### config.mk
export PLATFORM = sky130hd
export DESIGN_NAME = jog_stepper_ramp_controller_core
export DESIGN_NICKNAME = d
export VERILOG_FILES = /design/src/hw/rtl/jsrc_pkg.sv /design/src/hw/rtl/jsrc_divider.sv /design/src/hw/rtl/jsrc_ctrl.sv /design/src/hw/rtl/jsrc_datapath.sv /design/src/hw/rtl/jog_stepper_ramp_controller_core.sv
export VERILOG_INCLUDE_DIRS = /design/src /design/src/hw/rtl
export SDC_FILE = /design/constraint.sdc
export NUM_CORES = 1
export LEC_CHECK = 0
export ABC_AREA = 1
export BUFFER_PORTS_ARGS = -buffer_cell sky130_fd_sc_hd__buf_2
export CORE_UTILIZATION = 35
export DETAILED_ROUTE_END_ITERATION = 8
export SYNTH_ARGS = -nofsm -noshare
export SYNTH_HDL_FRONTEND = slang
export SYNTH_SLANG_ARGS = --single-unit
### constraint.sdc
create_clock -name clock -period 7.85 [get_ports clock]
set_input_delay 0.785 -clock clock [delete_from_list [all_inputs] [get_ports clock]]
set_output_delay 0.785 -clock clock [all_outputs]
set_load 0.02 [all_outputs]
### src/hw/rtl/jog_stepper_ramp_controller_core_macros.svh
// Assertion macros shared by the jog stepper ramp controller RTL.
`ifndef JOG_STEPPER_RAMP_CONTROLLER_CORE_MACROS_SVH
`define JOG_STEPPER_RAMP_CONTROLLER_CORE_MACROS_SVH

// Same-cycle implication, checked outside of reset.
`define JSRC_ASSERT_IMPLY(label, clk, rst, ante, cons, msg) \
   label: assert property (@(posedge clk) disable iff (rst) (ante) |-> (cons)) \
      else $error(msg);

// Next-cycle implication, checked outside of reset.
`define JSRC_ASSERT_NEXT(label, clk, rst, ante, cons, msg) \
   label: assert property (@(posedge clk) disable iff (rst) (ante) |=> (cons)) \
      else $error(msg);

`endif

### src/hw/rtl/jsrc_pkg.sv
// Shared types and constants of the jog stepper ramp controller.
package jsrc_pkg;

   localparam int SAMPLE_BITS = 10;
   localparam int SAMPLE_W    = 10;
   localparam int USED_W      = (SAMPLE_BITS < SAMPLE_W) ? SAMPLE_BITS : SAMPLE_W;
   localparam int SPEED_W     = 11;
   localparam int SUM_W       = SPEED_W + 1;
   localparam int ACCEL_W     = 8;
   localparam int PERIOD_W    = 16;
   localparam int DIV_CNT_W   = $clog2(PERIOD_W);
   localparam int CSR_IDX_W   = 2;
   localparam int CSR_DATA_W  = 16;

   localparam logic [ACCEL_W-1:0]  ACCEL_RESET     = ACCEL_W'(1);
   localparam logic [PERIOD_W-1:0] TIME_BASE_RESET = PERIOD_W'(12000);
   localparam logic [SPEED_W-1:0]  SPEED_MAX       = '1;

   localparam logic [CSR_IDX_W-1:0] CSR_ACCEL_STEP    = 2'd0;
   localparam logic [CSR_IDX_W-1:0] CSR_TIME_BASE     = 2'd1;
   localparam logic [CSR_IDX_W-1:0] CSR_ENABLE_INVERT = 2'd2;

   typedef enum logic [2:0] {
      SPD_HOLD,
      SPD_RAMP_SPEED,
      SPD_RAMP_ZERO,
      SPD_LOAD_TARGET,
      SPD_CLEAR
   } spd_op_type;

   typedef struct packed {
      logic       latch;
      spd_op_type spd_op;
      logic       drv_on;
      logic       drv_off;
      logic       dir;
      logic       apply;
      logic       div_start;
      logic       publish;
   } cmd_type;

   typedef struct packed {
      logic jog_left;
      logic jog_right;
      logic ramp_reached;
      logic need_div;
      logic div_done;
   } status_type;

endpackage

### src/hw/rtl/jsrc_divider.sv
// Restoring divider that produces the step timer period one bit per cycle.
module jsrc_divider (
   input  logic                           clock,
   input  logic                           reset,
   input  logic                           start,
   input  logic [jsrc_pkg::PERIOD_W-1:0]  dividend,
   input  logic [jsrc_pkg::SPEED_W-1:0]   divisor,
   output logic                           done,
   output logic [jsrc_pkg::PERIOD_W-1:0]  quotient
);
   import jsrc_pkg::*;

   logic                 busy_ff, busy_in;
   logic                 done_ff, done_in;
   logic [DIV_CNT_W-1:0] cnt_ff, cnt_in;
   logic [PERIOD_W-1:0]  quo_ff, quo_in;
   logic [SPEED_W-1:0]   rem_ff, rem_in;
   logic [SPEED_W-1:0]   dsr_ff, dsr_in;
   logic [SUM_W-1:0]     trial;
   logic [SUM_W-1:0]     diff;
   logic                 fits;

   assign trial = {rem_ff, quo_ff[PERIOD_W-1]};
   assign diff  = trial - {1'b0, dsr_ff};
   assign fits  = trial >= {1'b0, dsr_ff};

   always_comb begin
      busy_in = busy_ff;
      done_in = 1'b0;
      cnt_in  = cnt_ff;
      quo_in  = quo_ff;
      rem_in  = rem_ff;
      dsr_in  = dsr_ff;
      if (start) begin
         busy_in = 1'b1;
         cnt_in  = '0;
         quo_in  = dividend;
         rem_in  = '0;
         dsr_in  = divisor;
      end else if (busy_ff) begin
         quo_in = {quo_ff[PERIOD_W-2:0], fits};
         rem_in = fits ? diff[SPEED_W-1:0] : trial[SPEED_W-1:0];
         cnt_in = cnt_ff + DIV_CNT_W'(1);
         if (cnt_ff == DIV_CNT_W'(PERIOD_W - 1)) begin
            busy_in = 1'b0;
            done_in = 1'b1;
         end
      end
   end

   always_ff @(posedge clock) begin
      if (reset) begin
         busy_ff <= 1'b0;
         done_ff <= 1'b0;
         cnt_ff  <= '0;
      end else begin
         busy_ff <= busy_in;
         done_ff <= done_in;
         cnt_ff  <= cnt_in;
      end
      quo_ff <= quo_in;
      rem_ff <= rem_in;
      dsr_ff <= dsr_in;
   end

   assign done     = done_ff;
   assign quotient = quo_ff;

endmodule

### src/hw/rtl/jsrc_ctrl.sv
// Controller: tick sequencer and the five-state jog mode machine.
module jsrc_ctrl (
   input  logic                   clock,
   input  logic                   reset,
   input  logic                   req_tvalid,
   output logic                   req_tready,
   output logic                   rsp_tvalid,
   input  logic                   rsp_tready,
   input  jsrc_pkg::status_type   status,
   output jsrc_pkg::cmd_type      cmd
);
   import jsrc_pkg::*;

   typedef enum logic [4:0] {
      SEQ_IDLE  = 5'b00001,
      SEQ_EVAL  = 5'b00010,
      SEQ_APPLY = 5'b00100,
      SEQ_DIV   = 5'b01000,
      SEQ_DONE  = 5'b10000
   } seq_type;

   typedef enum logic [4:0] {
      MODE_STOP      = 5'b00001,
      MODE_ACC_LEFT  = 5'b00010,
      MODE_ACC_RIGHT = 5'b00100,
      MODE_RUN_LEFT  = 5'b01000,
      MODE_RUN_RIGHT = 5'b10000
   } mode_type;

   seq_type    seq_ff, seq_in;
   mode_type   mode_ff, mode_in;
   logic       entry_ff, entry_in;
   logic       valid_ff, valid_in;
   logic       eval_mode;
   spd_op_type spd_sel;
   logic       drv_on;
   logic       drv_off;
   logic       drv_dir;
   logic       do_latch;
   logic       do_apply;
   logic       do_div_start;
   logic       do_publish;

   assign req_tready = (seq_ff == SEQ_IDLE);
   assign rsp_tvalid = valid_ff;
   assign eval_mode  = (seq_ff == SEQ_EVAL);

   assign cmd = '{latch: do_latch, spd_op: spd_sel, drv_on: drv_on, drv_off: drv_off,
                  dir: drv_dir, apply: do_apply, div_start: do_div_start,
                  publish: do_publish};

   // Mode machine, evaluated once per tick in the EVAL step.
   always_comb begin
      mode_in  = mode_ff;
      entry_in = entry_ff;
      spd_sel  = SPD_HOLD;
      drv_on   = 1'b0;
      drv_off  = 1'b0;
      drv_dir  = 1'b0;
      unique case (mode_ff) inside
         MODE_ACC_LEFT, MODE_ACC_RIGHT: begin
            spd_sel  = entry_ff ? SPD_RAMP_ZERO : SPD_RAMP_SPEED;
            drv_on   = entry_ff;
            drv_dir  = (mode_ff == MODE_ACC_RIGHT);
            entry_in = status.ramp_reached;
            if (status.ramp_reached) begin
               mode_in = (mode_ff == MODE_ACC_RIGHT) ? MODE_RUN_RIGHT : MODE_RUN_LEFT;
            end
         end
         MODE_RUN_LEFT: begin
            spd_sel  = SPD_LOAD_TARGET;
            entry_in = !status.jog_left;
            if (!status.jog_left) begin
               mode_in = MODE_STOP;
            end
         end
         MODE_RUN_RIGHT: begin
            spd_sel  = SPD_LOAD_TARGET;
            entry_in = !status.jog_right;
            if (!status.jog_right) begin
               mode_in = MODE_STOP;
            end
         end
         default: begin
            spd_sel = entry_ff ? SPD_CLEAR : SPD_HOLD;
            drv_off = entry_ff;
            if (status.jog_left) begin
               entry_in = 1'b1;
               mode_in  = MODE_ACC_LEFT;
            end else if (status.jog_right) begin
               entry_in = 1'b1;
               mode_in  = MODE_ACC_RIGHT;
            end else begin
               entry_in = 1'b0;
               mode_in  = MODE_STOP;
            end
         end
      endcase
      if (!eval_mode) begin
         mode_in  = mode_ff;
         entry_in = entry_ff;
         spd_sel  = SPD_HOLD;
         drv_on   = 1'b0;
         drv_off  = 1'b0;
      end
   end

   // Tick sequencer and result hand-off.
   always_comb begin
      seq_in       = seq_ff;
      valid_in     = valid_ff;
      do_latch     = 1'b0;
      do_apply     = 1'b0;
      do_div_start = 1'b0;
      do_publish   = 1'b0;
      if (valid_ff && rsp_tready) begin
         valid_in = 1'b0;
      end
      unique case (seq_ff)
         SEQ_IDLE: begin
            if (req_tvalid) begin
               do_latch = 1'b1;
               seq_in   = SEQ_EVAL;
            end
         end
         SEQ_EVAL: begin
            seq_in = SEQ_APPLY;
         end
         SEQ_APPLY: begin
            do_apply     = 1'b1;
            do_div_start = status.need_div;
            seq_in       = status.need_div ? SEQ_DIV : SEQ_DONE;
         end
         SEQ_DIV: begin
            if (status.div_done) begin
               seq_in = SEQ_DONE;
            end
         end
         SEQ_DONE: begin
            if (!valid_ff || rsp_tready) begin
               do_publish = 1'b1;
               valid_in   = 1'b1;
               seq_in     = SEQ_IDLE;
            end
         end
         default: begin
            seq_in = SEQ_IDLE;
         end
      endcase
   end

   always_ff @(posedge clock) begin
      if (reset) begin
         seq_ff   <= SEQ_IDLE;
         mode_ff  <= MODE_STOP;
         entry_ff <= 1'b0;
         valid_ff <= 1'b0;
      end else begin
         seq_ff   <= seq_in;
         mode_ff  <= mode_in;
         entry_ff <= entry_in;
         valid_ff <= valid_in;
      end
   end

endmodule

### src/hw/rtl/jsrc_datapath.sv
// Datapath: settings, speed and driver registers, timer programming, result register.
module jsrc_datapath (
   input  logic                            clock,
   input  logic                            reset,
   input  jsrc_pkg::cmd_type               cmd,
   output jsrc_pkg::status_type            status,
   input  logic                            req_left_switch_pin,
   input  logic                            req_right_switch_pin,
   input  logic [jsrc_pkg::SAMPLE_W-1:0]   req_speed_sample,
   input  logic                            csr_valid,
   output logic                            csr_ready,
   input  logic [jsrc_pkg::CSR_IDX_W-1:0]  csr_index,
   input  logic [jsrc_pkg::CSR_DATA_W-1:0] csr_data,
   output logic                            rsp_enable_pin,
   output logic                            rsp_direction_pin,
   output logic [jsrc_pkg::SPEED_W-1:0]    rsp_current_speed,
   output logic                            rsp_timer_running,
   output logic [jsrc_pkg::PERIOD_W-1:0]   rsp_timer_period,
   output logic                            rsp_timer_reloaded
);
   import jsrc_pkg::*;

   logic [ACCEL_W-1:0]  accel_ff;
   logic [PERIOD_W-1:0] tbase_ff;
   logic                inv_ff;

   logic                jog_left_ff, jog_right_ff;
   logic [SAMPLE_W-1:0] sample_ff;

   logic [SPEED_W-1:0]  speed_ff, speed_in;
   logic [SPEED_W-1:0]  last_ff;
   logic                drv_ff, dir_ff;
   logic                timer_ff;
   logic [PERIOD_W-1:0] period_ff;
   logic                reload_ff;

   logic [SAMPLE_W-1:0] target;
   logic [SPEED_W-1:0]  ramp_base;
   logic [SUM_W-1:0]    ramp_sum;
   logic [SPEED_W-1:0]  ramp_sat;
   logic                changed;
   logic [SPEED_W-1:0]  clamped;
   logic                div_done;
   logic [PERIOD_W-1:0] quotient;

   assign csr_ready = 1'b1;

   always_ff @(posedge clock) begin
      if (reset) begin
         accel_ff <= ACCEL_RESET;
         tbase_ff <= TIME_BASE_RESET;
         inv_ff   <= 1'b1;
      end else if (csr_valid) begin
         unique case (csr_index)
            CSR_ACCEL_STEP:    accel_ff <= csr_data[ACCEL_W-1:0];
            CSR_TIME_BASE:     tbase_ff <= csr_data[PERIOD_W-1:0];
            CSR_ENABLE_INVERT: inv_ff   <= csr_data[0];
            default:           ;
         endcase
      end
   end

   // The left switch wins when both are pressed.
   always_ff @(posedge clock) begin
      if (cmd.latch) begin
         jog_left_ff  <= !req_left_switch_pin;
         jog_right_ff <= req_left_switch_pin && !req_right_switch_pin;
         sample_ff    <= SAMPLE_W'(req_speed_sample[USED_W-1:0]);
      end
   end

   assign target    = (jog_left_ff || jog_right_ff) ? sample_ff : '0;
   assign ramp_base = (cmd.spd_op == SPD_RAMP_ZERO) ? '0 : speed_ff;
   assign ramp_sum  = {1'b0, ramp_base} + SUM_W'(accel_ff);
   assign ramp_sat  = ramp_sum[SUM_W-1] ? SPEED_MAX : ramp_sum[SPEED_W-1:0];

   always_comb begin
      case (cmd.spd_op) inside
         SPD_RAMP_SPEED, SPD_RAMP_ZERO: speed_in = ramp_sat;
         SPD_LOAD_TARGET:               speed_in = SPEED_W'(target);
         SPD_CLEAR:                     speed_in = '0;
         default:                       speed_in = speed_ff;
      endcase
   end

   // Clamping to the time base keeps the divisor within the speed width.
   assign changed = (speed_ff != last_ff);
   assign clamped = ({{(PERIOD_W-SPEED_W){1'b0}}, speed_ff} > tbase_ff)
                    ? tbase_ff[SPEED_W-1:0] : speed_ff;

   jsrc_divider u_divider (
      .clock    (clock),
      .reset    (reset),
      .start    (cmd.div_start),
      .dividend (tbase_ff),
      .divisor  (clamped),
      .done     (div_done),
      .quotient (quotient)
   );

   always_ff @(posedge clock) begin
      if (reset) begin
         speed_ff  <= '0;
         last_ff   <= '0;
         drv_ff    <= 1'b0;
         dir_ff    <= 1'b0;
         timer_ff  <= 1'b0;
         period_ff <= '0;
         reload_ff <= 1'b0;
      end else begin
         speed_ff <= speed_in;
         if (cmd.drv_on) begin
            drv_ff <= 1'b1;
            dir_ff <= cmd.dir;
         end else if (cmd.drv_off) begin
            drv_ff <= 1'b0;
         end
         if (cmd.apply) begin
            reload_ff <= changed;
            if (changed) begin
               timer_ff <= 1'b0;
               last_ff  <= speed_ff;
            end
         end
         if (div_done) begin
            period_ff <= quotient;
            timer_ff  <= 1'b1;
         end
      end
   end

   always_ff @(posedge clock) begin
      if (cmd.publish) begin
         rsp_enable_pin     <= drv_ff ^ inv_ff;
         rsp_direction_pin  <= dir_ff;
         rsp_current_speed  <= speed_ff;
         rsp_timer_running  <= timer_ff;
         rsp_timer_period   <= period_ff;
         rsp_timer_reloaded <= reload_ff;
      end
   end

   assign status.jog_left     = jog_left_ff;
   assign status.jog_right    = jog_right_ff;
   assign status.ramp_reached = (ramp_sat >= SPEED_W'(target));
   assign status.need_div     = changed && (clamped != '0);
   assign status.div_done     = div_done;

endmodule

### src/hw/rtl/jog_stepper_ramp_controller_core.sv
// Top level of the jog stepper ramp controller.
`include "jog_stepper_ramp_controller_core_macros.svh"

// Each request transfer is one 1 ms tick carrying the two active-low jog switch
// pins and a speed sample; each tick yields exactly one response transfer with
// the driver pin levels, the commanded speed and the step timer setup. After
// acceptance a tick passes the EVAL and APPLY steps, then the DIV step when a
// new step period has to be computed, and then DONE; the DIV step lasts until
// the restoring divider has resolved all 16 quotient bits of time_base /
// clamped speed, at one quotient bit per cycle. The result sits
// in an output register, so a new tick can be accepted while the previous
// result still waits for its transfer. Configuration writes (index 0
// accel_step, 1 time_base, 2 enable_invert) are always accepted and should
// only be issued while no tick is in flight.
module jog_stepper_ramp_controller_core (
   input  logic                            clock,
   input  logic                            reset,
   // Request: [0] left_switch_pin, [1] right_switch_pin, [11:2] speed_sample.
   input  logic                            req_tvalid,
   output logic                            req_tready,
   input  logic [15:0]                     req_tdata,
   // Response: [0] enable_pin, [1] direction_pin, [12:2] current_speed,
   // [13] timer_running, [29:14] timer_period, [30] timer_reloaded.
   output logic                            rsp_tvalid,
   input  logic                            rsp_tready,
   output logic [31:0]                     rsp_tdata,
   input  logic                            csr_valid,
   output logic                            csr_ready,
   input  logic [jsrc_pkg::CSR_IDX_W-1:0]  csr_index,
   input  logic [jsrc_pkg::CSR_DATA_W-1:0] csr_data
);
   import jsrc_pkg::*;

   cmd_type             cmd;
   status_type          status;
   logic                enable_pin;
   logic                direction_pin;
   logic [SPEED_W-1:0]  current_speed;
   logic                timer_running;
   logic [PERIOD_W-1:0] timer_period;
   logic                timer_reloaded;
   logic                req_xfer;
   logic                rsp_drain;
   logic                timer_shown;

   jsrc_ctrl u_ctrl (
      .clock      (clock),
      .reset      (reset),
      .req_tvalid (req_tvalid),
      .req_tready (req_tready),
      .rsp_tvalid (rsp_tvalid),
      .rsp_tready (rsp_tready),
      .status     (status),
      .cmd        (cmd)
   );

   jsrc_datapath u_datapath (
      .clock                (clock),
      .reset                (reset),
      .cmd                  (cmd),
      .status               (status),
      .req_left_switch_pin  (req_tdata[0]),
      .req_right_switch_pin (req_tdata[1]),
      .req_speed_sample     (req_tdata[SAMPLE_W+1:2]),
      .csr_valid            (csr_valid),
      .csr_ready            (csr_ready),
      .csr_index            (csr_index),
      .csr_data             (csr_data),
      .rsp_enable_pin       (enable_pin),
      .rsp_direction_pin    (direction_pin),
      .rsp_current_speed    (current_speed),
      .rsp_timer_running    (timer_running),
      .rsp_timer_period     (timer_period),
      .rsp_timer_reloaded   (timer_reloaded)
   );

   assign rsp_tdata = {1'b0, timer_reloaded, timer_period, timer_running,
                       current_speed, direction_pin, enable_pin};

   // Handshake terms used by the checks below.
   assign req_xfer    = req_tvalid && req_tready;
   assign rsp_drain   = rsp_tvalid && rsp_tready && !cmd.publish;
   assign timer_shown = rsp_tvalid && timer_running;

   // A tick in flight blocks the next request transfer.
   `JSRC_ASSERT_NEXT(a_busy_after_accept, clock, reset, req_xfer, !req_tready, "tick overlap")
   // A taken result is never offered twice.
   `JSRC_ASSERT_NEXT(a_no_repeat, clock, reset, rsp_drain, !rsp_tvalid, "response repeated")
   // A running step timer always has a programmed, nonzero period.
   `JSRC_ASSERT_IMPLY(a_period_nonzero, clock, reset, timer_shown, timer_period != '0, "no period")

endmodule
==> Yosys cells after proc, flatten, opt, wreduce, memory -nomap -nowiden <==
Index checks and enable logic that the tools add are counted.
Widths: inputs -> output; s select.
{ "classes": {"div_mod_pow": 0, "mux": 52, "shift": 0, "mul": 0, "eq_ne": 23, "addsub": 3, "n_bitwise": 2, "magnitude_cmp": 3, "n_reduce_logical": 30} }
{ "ops": {"columns": ["cell", "n"], "rows": [
  ["$mux 11", 7],
  ["$mux 5", 9],
  ["$mux 16", 2],
  ["$mux 1", 25],
  ["$pmux 5 s5", 1],
  ["$gt 11x16->1", 1],
  ["$pmux 5 s3", 1],
  ["$add 11x8->12", 1],
  ["$ge 12x11->1", 1],
  ["$ge 11x10->1", 1],
  ["$ne 11x11->1", 1],
  ["$reduce_bool 11->1", 1],
  ["$sub 11x11->11", 1],
  ["$eq 5x2->1 const B", 2],
  ["$eq 5x3->1 const B", 2],
  ["$eq 5x4->1 const B", 2],
  ["$eq 5x5->1 const B", 2],
  ["$mux 10", 1],
  ["$reduce_and 2->1", 5],
  ["$mux 3", 3],
  ["$reduce_bool 2->1", 4],
  ["$reduce_or 2->1", 4],
  ["$eq 3x2->1 const B", 2],
  ["$ne 2x1->1 const B", 3],
  ["22 further kinds", 31]
]} }
{ "totals": {"memories": 0, "latch_bits": 0, "mem_bits_ro": 0, "mem_bits_rw": 0, "ff_bits": 166, "out_inout_bits": 35, "inputBits": 39, "elab_cells": 142} }

==> Longest topological paths before layout <==
{ "logic_depth": {"word_depth": 11, "depth_mapped": 33, "ltp_nobuf": 33} }

==> Cells and area by module <==
A second synthesis with hierarchy kept.
{ "hier_totals": {"hier_cells": 1066, "hier_area_um2": 8842.2} }
{ "modules_own_cells": {"columns": ["module", "cells_per_inst", "seq_area_each_um2", "area_each_um2", "instances"], "rows": [
  ["jsrc_datapath", 613, 2632.5, 5378.9, 1],
  ["jsrc_divider", 324, 1151.1, 2567.5, 1],
  ["jsrc_ctrl", 123, 240.2, 854.6, 1],
  ["jog_stepper_ramp_controller_core", 6, 0.0, 41.3, 1]
]} }

==> Worst setup path after synthesis <==
No wires, ideal clock.
{ "synth_path": {"kind": "reg-to-reg", "from": "register u_ctrl.mode_ff[2]", "to": "register u_ctrl.mode_ff[1]", "synth_period_minus_slack_ns": 3.714, "stages_incl_launch_ff": 33, "n_path_buf": 0, "arrival_ns": 3.644, "path_slack_ns": 4.136, "cell_sequence": "dfxtp_1 -> nor2_1 -> nand2_1 -> nor2_1 -> nor2_1 -> nand3_1 -> nor2_1 -> nor2_1 -> ha_1 -> inv_1 -> nor3_1 -> nand2_1 -> o211ai_1 -> nand2_1 -> nand2_1 -> nand3_2 -> nand3_1 -> ha_1 -> a21oi_1 -> o21ai_0 -> nand2_1 -> nand2_1 -> nand2_1 -> nand3b_1 -> nand2_1 -> nand2_1 -> nand2_1 -> nand2_1 -> nor2_1 -> nand2_2 -> nand2_2 -> nand2_1 -> a21oi_1"} }
{ "synth_between": {"elab_chain_cells": 11} }
{ "synth_rtl": {"columns": ["item", "line_no", "text"], "rows": [
  ["start, declared", "jsrc_ctrl.sv:31", "mode_type mode_ff, mode_in;"],
  ["start signal, assigned", "jsrc_ctrl.sv:160", "mode_ff <= mode_in;"],
  ["$eq 5x5->1 (no line) (tied with other cells)", null, null],
  ["$reduce_or 2->1, on equally long branches", null, null],
  ["$pmux 3 s2", "jsrc_ctrl.sv:60", "unique case (mode_ff) inside"],
  ["$mux 3", "jsrc_ctrl.sv:99", "if (!eval_mode) begin"],
  ["$eq 3x2->1", "jsrc_datapath.sv:73", "assign ramp_base = (cmd.spd_op == SPD_RAMP_ZERO) ? '0 : speed_ff;"],
  ["$mux 11", "jsrc_datapath.sv:73", null],
  ["$add 11x8->12", "jsrc_datapath.sv:74", "assign ramp_sum = {1'b0, ramp_base} + SUM_W'(accel_ff);"],
  ["$mux 11", "jsrc_datapath.sv:75", "assign ramp_sat = ramp_sum[SUM_W-1] ? SPEED_MAX : ramp_sum[SPEED_W-1:0];"],
  ["$ge 11x10->1", "jsrc_datapath.sv:145", "assign status.ramp_reached = (ramp_sat >= SPEED_W'(target));"],
  ["$ne 2x1->1 (no line)", null, null],
  ["$reduce_and 4->1 (no line)", null, null]
]} }
Several ways; a longest one is shown, not always the timed one.
A chain may end at the register's enable or synchronous reset.

==> Worst setup path in the final report <==
Same ends and word-level chain as after synthesis.

==> impl_metrics.csv <==
group,metric,value,unit
run,cap_violations,0,
sta,tns,0,ns
final_layout,postLayoutCoreUtil,40.5,%
critical_path,r2r_cells,32,
final_layout,share_of_final_layout_standard_cells_stronger_than_drive_strength_1,13.2,%
critical_path,worstReg2RegStart,"u_ctrl.mode_ff[2]",
grt,grt_start_max_net_pins,38,
clock_tree,clock-sinks,166,
clock_tree,postCtsHoldBufs,0,
routing,routed_length_per_placed_instance,13.5,um
critical_path,cp_max_fo,10,
clock_tree,post_cts_buffers,0,
logic_synthesis,yosysWarningCount,0,
grt,antenna_found_initial,0,
critical_path,critPathTopFamily,"simple AND/OR/NAND/NOR gates",
logic_synthesis,syn_area,0.00807,mm2
logic_synthesis,synthesis.nets,1031,
grt,grt_overflow_total,0,
logic_synthesis,post_synth_main_area_contributors,"sky130_fd_sc_hd__edfxtp_1 (26%), sky130_fd_sc_hd__dfxtp_1 (24%), sky130_fd_sc_hd__nand2_1 (8.3%)",
clock_tree,cts.reportedPaths.clkPinSlew,0.07,ns
floorplan,core_area,0.0226,mm2
routing,final_antenna_net_count,0,
sta,hold_viol,0,
critical_path,worst_setup_path_endpoint,"u_ctrl.mode_ff[1]",
sta,fmax,221,MHz
routing,drc_errors,0,
logic_synthesis,yosysTopAreaCellShare,26.0,%
logic_synthesis,synthesis.instances,949,
placed_design,finalWeightedCongestion,0.867,
clock_tree,clock_tree.root_cell,"sky130_fd_sc_hd__clkbuf_16",
clock_tree,cts_inserted_buffers,17,
floorplan,ioPinCount,74,
power_and_ir_drop,cellLeakagePower,4.10,nW
power_and_ir_drop,total_switching_power,0.000414,W
power_and_ir_drop,max-vdd-ir-drop,0.169,mV
critical_path,cp_slowest_cell,"sky130_fd_sc_hd__nor2_1",
placed_design,port-buffer-count,67,
routing,post_drt_via_cell_ratio,4.83,
sta,setup_repair_after_global_routing_missed_its_margin,"false",
logic_synthesis,async_flop_share,0,%
power_and_ir_drop,p_int,0.00142,W
logic_synthesis,synth-main-ff-cell,"sky130_fd_sc_hd__dfxtp_1",
final_layout,ant_diodes,0,
power_and_ir_drop,power.combinational.fraction,5.1,%
logic_synthesis,unique_cell_type_count_in_the_yosys_netlist,43,
clock_tree,post_cts.resized_instances,0,
critical_path,timing.critical_path.arrival,4.88,ns
floorplan,initial_cell_density_of_the_core,35.6,%
logic_synthesis,synth-edff-count,70,
critical_path,path_class,"flop to flop",
grt,grt_first_pass_wirelength,28800,um
final_layout,fin_nets,1081,
critical_path,timing.critical_path.depth,32,
clock_tree,cts_htree_levels,4,
final_layout,syn2layout_area_growth,13.6,%
clock_tree,clock_tree.buffer_depth,2,
final_layout,fillerInstances,2262,
final_layout,ff_latch_area,0.00402,mm2
sta,post-route-period-util,57.6,%
sta,slew_at_the_pin_closest_to_its_max_slew_limit,0.985,ns
critical_path,reg2reg_setup_slack,3.32,ns
grt,track_usage,15.5,%
power_and_ir_drop,swShare,22.5,%
critical_path,worst-path-buf-inv,0,
floorplan,die-width,154,um
placed_design,place.detailed.hpwl,12800,um
power_and_ir_drop,power_density,200,mW/mm2
final_layout,multi_input_area,0.00340,mm2
sta,min_period,4.53,ns
status,run_status,"finished clean",
clock_tree,clock_latency_reported_for_the_late_side_of_the_worst_skew_pair,0.43,ns
sta,max-slew-margin-rel,34.1,%
routing,detail_route.wirelength,17600,um
worst_hold_path,class_of_the_worst_hold_path,"flop to flop",
floorplan,placementRows,55,
sta,report.final.setup_viol,0,
power_and_ir_drop,share_seq_of_total_power,50.0,%
critical_path,timing.rr.end,"u_ctrl.mode_ff[1]",
floorplan,die-height,154,um
critical_path,setup.worst_path.end_class,"flop",
logic_synthesis,netlist.top_cell.by_area,"sky130_fd_sc_hd__edfxtp_1",
critical_path,critical_path_required,8.21,ns
grt,first_global_vias,5713,
logic_synthesis,ffs_latches_synth,166,
logic_synthesis,synthMostInstantiatedCell,"sky130_fd_sc_hd__nand2_1",
clock_tree,tritoncts,"done",
critical_path,critPathLaunchType,"flop",
critical_path,startpoint,"u_ctrl.mode_ff[2]",
routing,drt_pass1_iterations,4,
critical_path,max_stage_delay,0.47,ns
sta,maxSlewViolCount,0,
logic_synthesis,syn_area_per_cell,8.50,um2
logic_synthesis,most_frequent_cells_after_synthesis,"sky130_fd_sc_hd__nand2_1 (179), sky130_fd_sc_hd__inv_1 (115), sky130_fd_sc_hd__nor2_1 (100)",
critical_path,critPathMostFrequentCell,"sky130_fd_sc_hd__nand2_1",
power_and_ir_drop,finalPower,0.00184,W
routing,num_vias,6267,
logic_synthesis,sequential_element_share_of_the_synthesized_area,49.9,%
sta,clock_skew,0.0136,ns
floorplan,die_area,0.0237,mm2
power_and_ir_drop,power_frac_clock,44.9,%
routing,drtIter0Drc,357,
placed cells by master, fill, tap and decap left out, types with 20 or more instances in the layout:
cell | netlist | layout
sky130_fd_sc_hd__nor2_1 | 100 | 99
sky130_fd_sc_hd__dfxtp_1 | 96 | 96
sky130_fd_sc_hd__o21ai_1 | 20 | 20
sky130_fd_sc_hd__ha_1 | 41 | 41
sky130_fd_sc_hd__buf_2 | 4 | 67
sky130_fd_sc_hd__o21ai_0 | 65 | 65
sky130_fd_sc_hd__inv_1 | 115 | 115
sky130_fd_sc_hd__nand3_1 | 32 | 32
sky130_fd_sc_hd__a21oi_1 | 68 | 68
sky130_fd_sc_hd__edfxtp_1 | 70 | 70
sky130_fd_sc_hd__nand2_1 | 179 | 179
power by group through the flow:
stage	Sequential (W)	Combinational, W	Clock (W)
6_report	0.000918	0.0000929	0.000824
5_1_grt	0.000919	0.000108	0.000881
4_1_cts	0.000918	0.0000943	0.000839
3_5_place_dp	0.000937	0.0000938	0
3_3_place_gp	0.000937	0.0000926	0
2_1_floorplan	0.000935	0.0000659	0
sequential cells by signal (all words and copies together) (netlist names), 4 cells and up:
register and cells:
u_datapath.rsp_current_speed 11, u_datapath.period_ff 16, u_datapath.tbase_ff 16, u_datapath.rsp_timer_period 16, u_ctrl.seq_ff 5, u_datapath.last_ff 11, u_datapath.u_divider.rem_ff 11, u_datapath.u_divider.quotient 16
u_ctrl.mode_ff 5, u_datapath.sample_ff 10, u_datapath.u_divider.dsr_ff 11, u_datapath.accel_ff 8, u_datapath.u_divider.cnt_ff 4, u_datapath.speed_ff 11
metrics by stage:
| stage | hold WS, ns | instances | setup slack, ns | instance area [um2] |
|---|---|---|---|---|
| floorplan | 0.403 | 949 | 4.14 | 8070 |
| global placement | 0.410 | 1265 | 3.35 | 8590 |
| detailed placement | 0.414 | 1265 | 3.33 | 8590 |
| CTS | 0.430 | 1297 | 3.28 | 9170 |
| global route | 0.441 | 1297 | 2.65 | 9170 |
| finish | 0.425 | 1297 | 3.32 | 9170 |
cells by family after synthesis:
kind of cell | Yosys count | synth area share (%)
simple gates | 354 | 18.5
compound gates | 202 | 14.3
flops | 166 | 49.9
buf+inv | 161 | 8.11
fa+ha+maj | 43 | 6.85
xor+xnor | 21 | 2.28
other cells | 2 | 0.0931
worst min-delay path by stage:
stage                                   from                              end  cells after the start
detailed placement  u_datapath.period_ff[12]  u_datapath.rsp_timer_period[12]                      0
finish               u_datapath.period_ff[1]   u_datapath.rsp_timer_period[1]                      0
CTS                  u_datapath.period_ff[1]   u_datapath.rsp_timer_period[1]                      0
floorplan           u_datapath.period_ff[10]  u_datapath.rsp_timer_period[10]                      0
global route        u_datapath.period_ff[13]  u_datapath.rsp_timer_period[13]                      0
global placement     u_datapath.period_ff[6]   u_datapath.rsp_timer_period[6]                      0
layout make-up:
cell class                      instances  share of cell area [%]
Sequential cell                       166                    43.9
Multi-Input combinational cell        622                    37.1
Inverter                              123                    5.04
Clock buffer                           22                    4.95
Tap cell                              285                    3.89
Timing Repair Buffer                   69                    3.82
Clock inverter                         10                    1.32
metal layers:
| layer | up-vias | routed length (um) | track usage (%) |
|---|---|---|---|
| li1 | 3259 | - | - |
| met1 | 2857 | 8480 | 20.6 |
| met2 | 130 | 8050 | 25.1 |
| met3 | 21 | 680 | 2.90 |
| met4 | 0 | 342 | 5.67 |
| met5 | - | 0 | 0 |
Power figures use the tool's default switching activity.
